[src/rtl/npc_pkg.sv]
// ----------------------------------------------------------------------------
// npc_pkg
// Shared types and constants for the nearest palette color search block.
// ----------------------------------------------------------------------------
package npc_pkg;

    // Width of one color channel and of a packed palette word
    localparam int CHAN_W = 6;
    localparam int WORD_W = 3 * CHAN_W;

    // Squared distance: three squared 4-bit quotients sum to at most 675
    localparam int DIST_W  = 10;
    // Running best starts above any reachable distance
    localparam int BEST_W  = 14;
    localparam logic [BEST_W-1:0] START_BOUND = 14'd12000;

    // Operation codes carried on tuser
    localparam logic FUNC_LOAD  = 1'b0;
    localparam logic FUNC_QUERY = 1'b1;

    // Controller states
    typedef enum logic [1:0] {
        ST_IDLE,
        ST_SCAN,
        ST_LAST,
        ST_HOLD
    } state_t;

    // Commands from controller to datapath
    typedef struct packed {
        logic load;      // write one palette entry
        logic start;     // capture query color, clear running best
        logic scan;      // read entry at scan address, advance address
        logic out_load;  // move best index into the output register
    } npc_cmd_t;

    // Status from datapath to controller
    typedef struct packed {
        logic last_addr; // scan address points at the final entry
    } npc_status_t;

endpackage

[src/rtl/npc_ctrl.sv]
// ----------------------------------------------------------------------------
// npc_ctrl
// Controller: sequences loads, the palette scan and the result handoff.
// ----------------------------------------------------------------------------
module npc_ctrl
    import npc_pkg::*;
(
    input  logic        clk,
    input  logic        rst_n,
    input  logic        in_valid,
    input  logic        in_func,
    output logic        in_ready,
    input  logic        out_ready,
    output logic        out_valid,
    input  npc_status_t status,
    output npc_cmd_t    cmd
);

    state_t state_reg;
    state_t state_next;
    logic   out_valid_reg;
    logic   out_valid_next;

    // State and output valid registers
    always_ff @(posedge clk or negedge rst_n)
    begin
        if (!rst_n)
        begin
            state_reg     <= ST_IDLE;
            out_valid_reg <= 1'b0;
        end
        else
        begin
            state_reg     <= state_next;
            out_valid_reg <= out_valid_next;
        end
    end

    // Next state and commands
    always_comb
    begin
        state_next = state_reg;
        cmd        = '0;
        in_ready   = 1'b0;
        case (state_reg)
            ST_IDLE:
            begin
                in_ready = 1'b1;
                if (in_valid)
                begin
                    if (in_func == FUNC_QUERY)
                    begin
                        cmd.start  = 1'b1;
                        state_next = ST_SCAN;
                    end
                    else
                    begin
                        cmd.load = 1'b1;
                    end
                end
            end
            ST_SCAN:
            begin
                cmd.scan = 1'b1;
                if (status.last_addr)
                begin
                    state_next = ST_LAST;
                end
            end
            ST_LAST:
            begin
                // final compare completes this cycle
                state_next = ST_HOLD;
            end
            ST_HOLD:
            begin
                if (!out_valid_reg || out_ready)
                begin
                    cmd.out_load = 1'b1;
                    state_next   = ST_IDLE;
                end
            end
            default:
            begin
                state_next = ST_IDLE;
            end
        endcase
    end

    // Hold the result until the beat is taken
    always_comb
    begin
        if (cmd.out_load)
        begin
            out_valid_next = 1'b1;
        end
        else if (out_ready)
        begin
            out_valid_next = 1'b0;
        end
        else
        begin
            out_valid_next = out_valid_reg;
        end
    end

    assign out_valid = out_valid_reg;

endmodule

[src/rtl/npc_dpath.sv]
// ----------------------------------------------------------------------------
// npc_dpath
// Datapath: palette memory, per-entry distance, running minimum, result.
// ----------------------------------------------------------------------------
module npc_dpath
    import npc_pkg::*;
#(
    parameter int PALETTE_ENTRIES = 64
)
(
    input  logic              clk,
    input  logic              rst_n,
    input  npc_cmd_t          cmd,
    output npc_status_t       status,
    input  logic [CHAN_W-1:0] entry_index,
    input  logic [CHAN_W-1:0] red,
    input  logic [CHAN_W-1:0] green,
    input  logic [CHAN_W-1:0] blue,
    output logic [CHAN_W-1:0] nearest_index
);

    localparam int IDX_W = $clog2(PALETTE_ENTRIES);
    localparam logic [IDX_W-1:0] LAST_IDX = IDX_W'(PALETTE_ENTRIES - 1);

    logic [WORD_W-1:0] mem [PALETTE_ENTRIES];

    logic [CHAN_W-1:0] qry_r_reg;
    logic [CHAN_W-1:0] qry_g_reg;
    logic [CHAN_W-1:0] qry_b_reg;
    logic [IDX_W-1:0]  addr_reg;
    logic [IDX_W-1:0]  rd_idx_reg;
    logic [WORD_W-1:0] rd_data_reg;
    logic              cmp_valid_reg;
    logic [BEST_W-1:0] best_reg;
    logic [IDX_W-1:0]  best_idx_reg;
    logic [CHAN_W-1:0] out_data_reg;

    logic [IDX_W-1:0]        wr_addr;
    logic                    wr_in_range;
    logic [IDX_W+CHAN_W-1:0] wr_addr_ext;
    logic [IDX_W+CHAN_W-1:0] best_idx_ext;
    logic [DIST_W-1:0]       distance;
    logic                    better;

    // Absolute difference divided by 4 (truncation toward zero), squared
    function automatic logic [7:0] chan_sq(input logic [CHAN_W-1:0] q,
                                           input logic [CHAN_W-1:0] e);
        logic [CHAN_W-1:0] mag;
        logic [3:0]        quot;
        mag  = (q >= e) ? (q - e) : (e - q);
        quot = mag[CHAN_W-1:2];
        return 8'(quot * quot);
    endfunction

    // Load address, dropped when beyond the palette
    assign wr_addr_ext = {{IDX_W{1'b0}}, entry_index};
    assign wr_addr     = wr_addr_ext[IDX_W-1:0];
    assign wr_in_range = 32'(entry_index) < PALETTE_ENTRIES;

    // Palette memory: one write port, one registered read port
    always_ff @(posedge clk)
    begin
        if (cmd.load && wr_in_range)
        begin
            mem[wr_addr] <= {blue, green, red};
        end
        if (cmd.scan)
        begin
            rd_data_reg <= mem[addr_reg];
        end
    end

    // Capture query color
    always_ff @(posedge clk)
    begin
        if (cmd.start)
        begin
            qry_r_reg <= red;
            qry_g_reg <= green;
            qry_b_reg <= blue;
        end
        if (cmd.scan)
        begin
            rd_idx_reg <= addr_reg;
        end
    end

    // Distance of the entry read last cycle
    assign distance = DIST_W'(chan_sq(qry_r_reg, rd_data_reg[CHAN_W-1:0]))
                    + DIST_W'(chan_sq(qry_g_reg, rd_data_reg[2*CHAN_W-1:CHAN_W]))
                    + DIST_W'(chan_sq(qry_b_reg, rd_data_reg[3*CHAN_W-1:2*CHAN_W]));
    assign better = BEST_W'(distance) < best_reg;

    // Scan address, compare valid and running minimum
    always_ff @(posedge clk or negedge rst_n)
    begin
        if (!rst_n)
        begin
            addr_reg      <= '0;
            cmp_valid_reg <= 1'b0;
            best_reg      <= START_BOUND;
            best_idx_reg  <= '0;
        end
        else
        begin
            cmp_valid_reg <= cmd.scan;
            if (cmd.start)
            begin
                addr_reg     <= '0;
                best_reg     <= START_BOUND;
                best_idx_reg <= '0;
            end
            else
            begin
                if (cmd.scan)
                begin
                    addr_reg <= addr_reg + 1'b1;
                end
                if (cmp_valid_reg && better)
                begin
                    best_reg     <= BEST_W'(distance);
                    best_idx_reg <= rd_idx_reg;
                end
            end
        end
    end

    // Output register keeps the low 6 bits of the winning index
    assign best_idx_ext = {{CHAN_W{1'b0}}, best_idx_reg};

    always_ff @(posedge clk)
    begin
        if (cmd.out_load)
        begin
            out_data_reg <= best_idx_ext[CHAN_W-1:0];
        end
    end

    assign status.last_addr = (addr_reg == LAST_IDX);
    assign nearest_index    = out_data_reg;

endmodule

[src/rtl/nearest_palette_color_search.sv]
// ----------------------------------------------------------------------------
// nearest_palette_color_search
// Palette store with a nearest-color query over quantized RGB distance.
//
// A beat with tuser = 0 loads one palette entry and produces no result.
// A beat with tuser = 1 queries a color: the block walks the palette
// through its single memory read port, one entry per cycle, then raises
// m_tvalid with the lowest index of smallest distance as the input becomes
// ready for its next beat (after any wait on m_tready for an earlier result
// still in the output register). The distance is the sum of squares of
// each channel difference divided by 4, truncated toward zero.
// Palette contents are undefined after reset; load every entry before the
// first query. The input side is busy during a query; loads are accepted
// while a finished result waits on the output register.
// ----------------------------------------------------------------------------
module nearest_palette_color_search
    import npc_pkg::*;
#(
    parameter int PALETTE_ENTRIES = 64
)
(
    input  logic        clk,
    input  logic        rst_n,
    input  logic        s_tvalid,
    output logic        s_tready,
    input  logic [23:0] s_tdata,   // entry_index[5:0], red[11:6], green[17:12], blue[23:18]
    input  logic        s_tuser,   // func: 0 load, 1 query
    output logic        m_tvalid,
    input  logic        m_tready,
    output logic [7:0]  m_tdata    // nearest_index[5:0], zero[7:6]
);

    npc_cmd_t          cmd;
    npc_status_t       status;
    logic [CHAN_W-1:0] nearest_index;

    npc_ctrl u_ctrl (
        .clk       (clk),
        .rst_n     (rst_n),
        .in_valid  (s_tvalid),
        .in_func   (s_tuser),
        .in_ready  (s_tready),
        .out_ready (m_tready),
        .out_valid (m_tvalid),
        .status    (status),
        .cmd       (cmd)
    );

    npc_dpath #(
        .PALETTE_ENTRIES (PALETTE_ENTRIES)
    ) u_dpath (
        .clk           (clk),
        .rst_n         (rst_n),
        .cmd           (cmd),
        .status        (status),
        .entry_index   (s_tdata[5:0]),
        .red           (s_tdata[11:6]),
        .green         (s_tdata[17:12]),
        .blue          (s_tdata[23:18]),
        .nearest_index (nearest_index)
    );

    assign m_tdata = {2'b00, nearest_index};

`ifndef ASSERT_OFF
    // A query keeps the input side busy for the whole scan
    assert property (@(posedge clk) disable iff (!rst_n)
        (s_tvalid && s_tready && s_tuser == FUNC_QUERY) |=> !s_tready)
        else $error("input accepted during palette scan");

    assert property (@(posedge clk) disable iff (!rst_n)
        (s_tvalid && s_tready && s_tuser == FUNC_QUERY) |-> ##PALETTE_ENTRIES !s_tready)
        else $error("scan finished early");

    // A new result appears only at the end of a query
    assert property (@(posedge clk) disable iff (!rst_n)
        $rose(m_tvalid) |-> $past(!s_tready))
        else $error("result raised without a query");

    // A load never produces a result beat
    assert property (@(posedge clk) disable iff (!rst_n)
        (s_tvalid && s_tready && s_tuser == FUNC_LOAD && !m_tvalid) |=> !m_tvalid)
        else $error("load produced a result");
`endif

endmodule

[config.mk]
export PLATFORM = sky130hd
export DESIGN_NAME = nearest_palette_color_search
export DESIGN_NICKNAME = d
export VERILOG_FILES = /design/src/rtl/npc_pkg.sv /design/src/rtl/npc_ctrl.sv /design/src/rtl/npc_dpath.sv /design/src/rtl/nearest_palette_color_search.sv
export SDC_FILE = /design/constraint.sdc
export NUM_CORES = 1
export LEC_CHECK = 0
export BUFFER_PORTS_ARGS = -buffer_cell sky130_fd_sc_hd__buf_4
export CORE_MARGIN = 2
export CORE_UTILIZATION = 50
export CTS_BUF_LIST = sky130_fd_sc_hd__clkbuf_8
export DETAILED_ROUTE_END_ITERATION = 12
export PLACE_DENSITY_LB_ADDON = 0.05
export RECOVER_POWER = 25
export SKIP_CTS_REPAIR_TIMING = 1
export SYNTH_ARGS = -nofsm -noshare
export SYNTH_HDL_FRONTEND = slang
export SYNTH_SLANG_ARGS = --single-unit
[constraint.sdc]
create_clock -name clk -period 8 [get_ports clk]
set_input_delay 1.2 -clock clk [delete_from_list [all_inputs] [get_ports clk]]
set_output_delay 1.2 -clock clk [all_outputs]
set_load 0.02 [all_outputs]
## Word level (Yosys, flattened, before mapping)

Memory sizes are Yosys's and may differ from the RTL's. A register that Yosys moved wholly into a read port is not among the register bits.
Cells that the tools add are included.

| cells by class | value |
|---|---|
| add/sub/neg operators | 9 |
| multiply operators | 3 |
| $lt $le $gt $ge | 4 |
| equal/unequal tests | 8 |
| multiplexer cells | 26 |
| reductions and logical operators | 8 |

Operators with widths:

| cell | number |
|---|---|
| $mux 6 | 7 |
| $sub 6x6->6 | 6 |
| $mux 14 | 2 |
| $mul 4x4->8 | 3 |
| $ge 6x6->1 | 3 |
| $lt 10x14->1 | 1 |
| $mux 2 | 6 |
| $add 10x8->10 | 1 |
| $mux 1 | 10 |
| $add 8x8->9 | 1 |
| $pmux 2 s4 | 1 |
| $add 6x1->6 const B | 1 |
| $eq 6x6->1 const B | 1 |
| $ne 2x2->1 const B | 3 |
| $reduce_bool 2->1 | 3 |
| $eq 2x2->1 const B | 2 |
| $reduce_and 4->1 | 1 |
| $eq 2x1->1 const B | 1 |
| $logic_not 2->1 | 1 |
| $ne 2x1->1 const B | 1 |
| $logic_and 1x1->1 | 1 |
| $logic_not 1->1 | 1 |
| $logic_or 1x1->1 | 1 |

| storage, ports and cells | value |
|---|---|
| bits in registers | 60 |
| RAM bits | 1152 |
| bits of input ports | 29 |
| output and inout port bits | 10 |
| word-level logic and storage cells | 70 |
| memories | 1 |

Memory list:

| name | words | width | read ports | clocked after memory_dff | write ports | line | text |
|---|---|---|---|---|---|---|---|
| u_dpath.mem | 64 | 18 | 1 | 1 | 1 | npc_dpath.sv:25 | `logic [WORD_W-1:0] mem [PALETTE_ENTRIES];` |

## Logic depth before layout (Yosys ltp)

Gate-level depths: netlist of run 1.

| depth | value |
|---|---|
| depth in word-level cells | 9 |
| mapped depth | 39 |
| depth with buffers taken out | 38 |

## By module

Synthesis of run 1 repeated with hierarchy kept, for this count alone.

| unflattened totals | value |
|---|---|
| cells, all modules | 2293 |
| area total of the unflattened synthesis | 49379.9 µm² |

By module, submodules not included:

| module | times used | cells an instance | area each (µm²) | sequential area each (µm²) |
|---|---|---|---|---|
| npc_dpath | 1 | 2266 | 49114.6 | 36641.4 |
| npc_ctrl | 1 | 24 | 246.5 | 75.1 |
| nearest_palette_color_search | 1 | 3 | 18.8 | 0.0 |

## Worst setup path after synthesis of run 1

OpenSTA, ideal clock, no wires.

| path | value |
|---|---|
| kind | register to register |
| start point | register u_dpath.rd_data_reg[6] (read register of u_dpath.mem) |
| end point | register u_dpath.best_reg[1] |
| library setup time | 0.121 ns |
| arrival | 7.841 ns |
| required time | 7.879 ns |
| path slack | 0.038 ns |
| stages on the path, launching flop included | 37 |
| path buffers | 1 |
| period minus slack after synthesis | 7.962 ns |
| cells stage by stage | edfxtp_1 > inv_1 > ha_1 > nand2b_1 > a21oi_1 > o21ai_1 > a31oi_1 > mux2_2 > xor2_1 > inv_1 > or2_1 > fa_1 > fa_1 > inv_1 > fa_1 > inv_1 > fa_1 > inv_1 > ha_1 > inv_1 > fa_1 > inv_1 > fa_1 > ha_1 > a21oi_1 > o21bai_1 > a21oi_1 > xnor2_1 > ha_1 > a21o_1 > a21o_1 > a21oi_1 > o21ai_0 > nor2_1 > nor2_1 > clkbuf_1 > a22o_1 |

| between the ends | value |
|---|---|
| longest elaborated chain between the ends | 8 |
| elaborated cells on any way between the ends | 12 |
| classes of those cells | add/sub (4); mul (1); order compare (2); mux (3); reduce/logical (2) |

Ends and longest elaborated chain:

| element | line | text |
|---|---|---|
| start: declaration | npc_dpath.sv:32 | `logic [WORD_W-1:0] rd_data_reg;` |
| $sub 6x6->6 / $ge 6x6->1 (equally long branches) | npc_dpath.sv:50 | `mag = (q >= e) ? (q - e) : (e - q);` |
| $mux 6 (*) | npc_dpath.sv:50 |  |
| $mul 4x4->8 (*) | npc_dpath.sv:52 | `return 8'(quot * quot);` |
| $add 8x8->9 (*) | npc_dpath.sv:90 | `+ DIST_W'(chan_sq(qry_g_reg, rd_data_reg[2*CHAN_W-1:CHAN_W]))` |
| $add 10x8->10 (*) | npc_dpath.sv:91 | `+ DIST_W'(chan_sq(qry_b_reg, rd_data_reg[3*CHAN_W-1:2*CHAN_W]));` |
| $lt 10x14->1 | npc_dpath.sv:92 | `assign better = BEST_W'(distance) < best_reg;` |
| $logic_and 1x1->1 | npc_dpath.sv:119 | `if (cmp_valid_reg && better)` |
| $reduce_bool 2->1 (no source line) | -- |  |
| end signal: assignment | npc_dpath.sv:121 | `best_reg <= BEST_W'(distance);` |
| end: declaration | npc_dpath.sv:34 | `logic [BEST_W-1:0] best_reg;` |

Every way passes the cells marked *; elsewhere a longest branch is shown, timed or not. The select of a mux whose other input is x is not followed.
A chain may end at the register's enable or synchronous reset.

## Final worst setup path of run 1

| path | value |
|---|---|
| start point | register u_dpath.rd_data_reg[7] (read register of u_dpath.mem) |
| end point | register u_dpath.best_idx_reg[4] |

| between the ends | value |
|---|---|
| longest elaborated chain between the ends | 8 |
| elaborated cells on any way between the ends | 10 |
| classes of those cells | add/sub (4); mul (1); order compare (2); mux (1); reduce/logical (2) |

Ends and longest elaborated chain:

| element | line | text |
|---|---|---|
| $sub 6x6->6 / $ge 6x6->1 (equally long branches) | npc_dpath.sv:50 |  |
| $mux 6 (*) | npc_dpath.sv:50 |  |
| $mul 4x4->8 (*) | npc_dpath.sv:52 |  |
| $add 8x8->9 (*) | npc_dpath.sv:90 |  |
| $add 10x8->10 (*) | npc_dpath.sv:91 |  |
| $lt 10x14->1 (*) | npc_dpath.sv:92 |  |
| $logic_and 1x1->1 (*) | npc_dpath.sv:119 |  |
| $reduce_bool 2->1 (no source line) (*) | -- |  |
| end signal: assignment | npc_dpath.sv:122 | `best_idx_reg <= rd_idx_reg;` |
| end: declaration | npc_dpath.sv:35 | `logic [IDX_W-1:0] best_idx_reg;` |

Every way passes the cells marked *; elsewhere a longest branch is shown, timed or not.

==> results of run 1 <==
routing by layer:
layer / GRT usage, % / vias up
met3: 3.97 / 180
met2: 39.1 / 725
met4: 5.99 / 8
met5: 0 / -
met1: 32.9 / 12600
li1: - / 9719
worst max-delay path: cells and delay by family (launching register included):
kind                       cells  cell delay, ps
AOI/OAI and AO/OA             11            1820
adders and majority gates     10            3920
buffers and inverters          8             710
DFF                            1             380
muxes                          1             150
and+or+nand+nor                3             810
cells by family after synthesis:
| logic type | Yosys count | synth area share (%) |
|---|---|---|
| AO/OA/AOI/OAI | 100 | 1.39 |
| buffers and inverters | 198 | 1.64 |
| XOR/XNOR | 23 | 0.410 |
| other | 1 | 0.00764 |
| adder cells (fa/ha/maj) | 94 | 2.64 |
| flip-flops | 1227 | 74.8 |
| AND/OR/NAND/NOR | 174 | 1.62 |
| multiplexers | 388 | 17.5 |
cell type report:
type,instances,area [µm²],share of cell area [%]
clock inverter,157,751,1.36
clock buffer,195,2680,4.85
inverter,101,379,0.686
antenna,5,12.5,0.0226
timing repair buffer,149,1100,2.00
multi-input combinational,782,12000,21.8
sequential,1227,36700,66.4
tap,1276,1600,2.89
how the worst max path moves through the flow:
stage                                     endpoint                             start
2_1_floorplan      u_dpath.best_reg[1]$_DFFE_PN0P_  u_dpath.rd_data_reg[6]$_DFFE_PP_
3_3_place_gp   u_dpath.best_idx_reg[0]$_DFFE_PN0P_    u_dpath.qry_r_reg[0]$_DFFE_PP_
3_5_place_dp   u_dpath.best_idx_reg[0]$_DFFE_PN0P_  u_dpath.rd_data_reg[0]$_DFFE_PP_
4_1_cts        u_dpath.best_idx_reg[0]$_DFFE_PN0P_    u_dpath.qry_r_reg[0]$_DFFE_PP_
5_1_grt        u_dpath.best_idx_reg[2]$_DFFE_PN0P_    u_dpath.qry_r_reg[0]$_DFFE_PP_
6_report       u_dpath.best_idx_reg[4]$_DFFE_PN0P_  u_dpath.rd_data_reg[7]$_DFFE_PP_
Yosys cell counts, types with 16 or more instances:
master,count
a21oi_1,26
buf_1,18
clkbuf_1,52
dfrtp_1,22
edfxtp_1,1200
fa_1,16
ha_1,78
inv_1,100
mux4_2,378
nand2_1,24
nor2_1,92
stage by stage:
stage | hold WS, ps | setup WS (ps) | cell area, µm² | TNS, ps
global route | 478 | -189 | 55300 | -2460
detailed placement | 417 | -680 | 51700 | -10620
floorplan | 385 | 37.7 | 49100 | 0
finish | 447 | 207 | 55300 | 0
global placement | 414 | -410 | 51700 | -6360
CTS | 142 | -705 | 55100 | -10950
==> impl_metrics.tcl, run 1 <==
set metrics [dict create \
    outcome "finished with violations" \
    violations "max-capacitance violations, max-slew violations" \
    period_share_pct 97.4 \
    cp_slowest_stage_delay_ps 560 \
    io_pins 39 \
    htreeDepth 4 \
    netlist_area_um2 49100 \
    avgRoutedWirePerCell_um 29.9 \
    grt_max_degree 153 \
    numCtsBuffers 195 \
    antenna_found_initial 9 \
    core_um2 97000 \
    path_clk_slew_ps 60 \
    routedLengthMet1_mm 48.9 \
    clock_skew_ps 48.8 \
    syn2layout_area_growth_pct 12.6 \
    route.met2.wl_mm 58.8 \
    dieArea_um2 101000 \
    yosys.area.top_type "edfxtp_1" \
    crit_arrival_ps 8610 \
    layout_common_cells "1200 x edfxtp_1, 378 x mux4_2, 195 x clkbuf_8" \
    yosys-top-cells-area "edfxtp_1 73%, mux4_2 17%, ha_1 2.0%" \
    endpoint_kind "flop" \
    rsz0062_at_grt "true" \
    path_class "flop to flop" \
    cp_max_fo 5 \
    place_hpwl_mm 64.0 \
    vias 23200 \
    insertion_delay_ps 880 \
    yosys.cell_types.count 52 \
    port_buffers 36 \
    crit_required_ps 8820 \
    r2r-end "u_dpath.best_idx_reg[4]$_DFFE_PN0P_" \
    synth_edf_count 1200 \
    setup-violations-final 0 \
    gr-total-overflow 0 \
    nNetsFinal 2579 \
    critical_path.startpoint_type "flop" \
    num-fill-cells 7322 \
    start_util_pct 50.6 \
    fmax_ghz 0.128 \
    first_pass_iters 7 \
    final.min_clock_period_ps 7790 \
    die_w_um 317 \
    cts_root_buf "clkbuf_8" \
    synthArstFlopShare_pct 2.20 \
    min_to "u_dpath.best_reg[11]$_DFFE_PN1P_" \
    crit_path_frequent_cell "fa_1" \
    maxCapViolCount 17 \
    grt_first_pass_wirelength_mm 169 \
    yosysWarnings 0 \
    drv_slew 1047 \
    dp_cells 3528 \
    met3_length_mm 6.61 \
    relSlewSlack_pct -116 \
    clk_path_buf_depth 3 \
    drtIter0Drc 2221 \
    synth-main-ff-cell "edfxtp_1" \
    synth_top_cell_area_share_pct 73.4 \
    hp-start "u_dpath.cmp_valid_reg$_DFF_PN0_" \
    wirelength_mm 116 \
    worst_slew_pin_slew_ps 3240 \
    place_congestion 0.816 \
    drt_drc_violations_left 0 \
    ant_nets 0 \
    ys_ff_latch 1227 \
    avgSynthCellArea_um2 22.3 \
    grt_use_total_pct 23.5 \
    reg2reg_depth 33 \
    hold_violations 0 \
    grt_pass1_vias 24500 \
    hold_path_class "flop to flop" \
    dieHeight_um 317 \
    ys_seq_area_share_pct 74.8 \
    reg2reg_setup_slack_ps 210 \
    syn_inst 2205 \
    holdPathStages 1 \
    layoutNonFillerInstCount 3892 \
    reg2reg_from "u_dpath.rd_data_reg[7]$_DFFE_PP_" \
    utilization_pct 57.0 \
    viasPerCell 5.97 \
    rows 114 \
    drive_gt1_share_pct 32.5 \
    cts_tree "built" \
    top_layer "met5" \
    largest_reg_flops 1152 \
    cp_slowest_cell "fa_2" \
    final_common_cell "edfxtp_1" \
    cts_sinks 1227 \
]
Power of run 1 is not shown: default switching activity piles up to over one toggle a cycle in this logic, so the estimate is an artifact.
==> run 2, diff against run 1 <==
--- a/config.mk
+++ b/config.mk
@@ -7,9 +7,10 @@
 export LEC_CHECK = 0
 export BUFFER_PORTS_ARGS = -buffer_cell sky130_fd_sc_hd__buf_4
 export CORE_MARGIN = 2
-export CORE_UTILIZATION = 50
+export CORE_UTILIZATION = 43
 export CTS_BUF_LIST = sky130_fd_sc_hd__clkbuf_8
 export DETAILED_ROUTE_END_ITERATION = 12
+export GPL_TIMING_DRIVEN = 0
 export PLACE_DENSITY_LB_ADDON = 0.05
 export RECOVER_POWER = 25
 export SKIP_CTS_REPAIR_TIMING = 1
==> impl_metrics.tcl, run 2 (synthesized netlist as in run 1, its figures left out) <==
set metrics [dict create \
    violations "max-capacitance violations, max-slew violations" \
    layoutNonFillerInstCount 4186 \
    grt_pass1_vias 24500 \
    path_clk_slew_ps 70 \
    drv_slew 1021 \
    grt_first_pass_wirelength_mm 179 \
    final.min_clock_period_ps 7970 \
    first_pass_iters 5 \
    period_share_pct 99.6 \
    wirelength_mm 126 \
    maxCapViolCount 16 \
    cp_max_fo 7 \
    place_congestion 0.896 \
    crit_required_ps 8740 \
    fin_ws_ps 33.3 \
    worst_slew_pin_slew_ps 3820 \
    dp_cells 3803 \
    drive_gt1_share_pct 32.3 \
    grt_max_degree 66 \
    dpl_cell_area_um2 52500 \
    dpl_worst_slack_ps -1050 \
    cp_slowest_stage_delay_ps 550 \
    ant_nets 0 \
    cts_sinks 1227 \
    critPathBufInv 8 \
    avgRoutedWirePerCell_um 30.2 \
    cts_tree "built" \
    core_um2 113000 \
    critical_path.startpoint_type "flop" \
    groute.layer.met3.usage_pct 4.34 \
    top_usage_layer "met2" \
    start_util_pct 43.5 \
    final_area_um2 56600 \
    cts_root_buf "clkbuf_8" \
    dieHeight_um 342 \
    rows 123 \
    endpoint_kind "flop" \
    port_buffers 33 \
    die_w_um 342 \
    place_hpwl_mm 83.6 \
    rsz0062_at_grt "true" \
    grt_use_total_pct 22.0 \
    final_common_cell "edfxtp_1" \
    hold_path_class "flop to flop" \
    viasPerCell 5.62 \
    htreeDepth 4 \
    syn2layout_area_growth_pct 15.3 \
    insertion_delay_ps 870 \
    io_pins 39 \
    dieArea_um2 117000 \
    use_met2_pct 35.0 \
    numCtsBuffers 200 \
    cp_slowest_cell "fa_1" \
    setup-violations-final 0 \
    path_class "flop to flop" \
    drtIter0Drc 2237 \
    crit_arrival_ps 8710 \
    nNetsFinal 2647 \
    layout_common_cells "1200 x edfxtp_1, 378 x mux4_2, 204 x clkbuf_8" \
    antenna_found_initial 17 \
    hold_violations 0 \
    outcome "finished with violations" \
    gr-usage-met1_pct 30.6 \
    critical-path-top-delay-family "adder cells" \
    largest_reg_flops 1152 \
    clk_path_buf_depth 3 \
    vias 23500 \
    clock_skew_ps 49.1 \
    drt_drc_violations_left 0 \
    crit_path_frequent_cell "fa_1" \
    gr-total-overflow 0 \
    relSlewSlack_pct -154 \
    fmax_ghz 0.126 \
]
run 2: cell count changes in the layout (fill, tap and decap cells not counted), moves of 15 or more:
cell      delta
nor2_2      +17
buf_2       +15
buf_1       +18
buf_8       +47
buf_4       -83
clkbuf_1    +49
buf_16      +15
nor2_4      -18
run 2: final timing paths:
kind	start	end	slack, ps	cells past startpoint
max reg2reg	u_dpath.rd_data_reg[11]$_DFFE_PP_	u_dpath.best_reg[2]$_DFFE_PN0P_	30	33
min in group asynchronous	rst_n	u_dpath.best_reg[0]$_DFFE_PN0P_	750	1
max in group asynchronous	rst_n	u_dpath.best_idx_reg[4]$_DFFE_PN0P_	6270	1
max	u_dpath.rd_data_reg[11]$_DFFE_PP_	u_dpath.best_reg[2]$_DFFE_PN0P_	30	33
min reg2reg	u_dpath.cmp_valid_reg$_DFF_PN0_	u_dpath.best_reg[11]$_DFFE_PN1P_	460	1
min	u_dpath.cmp_valid_reg$_DFF_PN0_	u_dpath.best_reg[11]$_DFFE_PN1P_	460	1
run 2: per-layer routing:
layer  part of all wire, %  routed length [µm]
met5                 0.063                  80
met4                   2.9                3640
met3                   5.9                7510
met2                    48               61300
met1                    43               53900
run 2: metrics by stage:
| step | hold slack (ps) | setup TNS (ps) | util [%] |
|---|---|---|---|
| after detailed placement | 414 | -16030 | 46.5 |
| after global placement | 402 | -14530 | 45.4 |
| final | 461 | 0 | 50.1 |
| after CTS | 163 | -16750 | 49.7 |
| after global routing | 473 | -4380 | 50.1 |
| after floorplan | 385 | 0 | - |
run 2: cell type report:
type / count / area (µm²)
Antenna cell: 6 / 15.0
Buffer: 97 / 439
Clock buffer: 204 / 2810
Clock inverter: 154 / 813
Fill cell: 9175 / 56300
Inverter: 101 / 379
Multi-Input combinational cell: 781 / 12100
Sequential cell: 1227 / 36700
Tap cell: 1500 / 1880
Timing Repair Buffer: 116 / 1490
Power of run 2 is left out for the same reason.
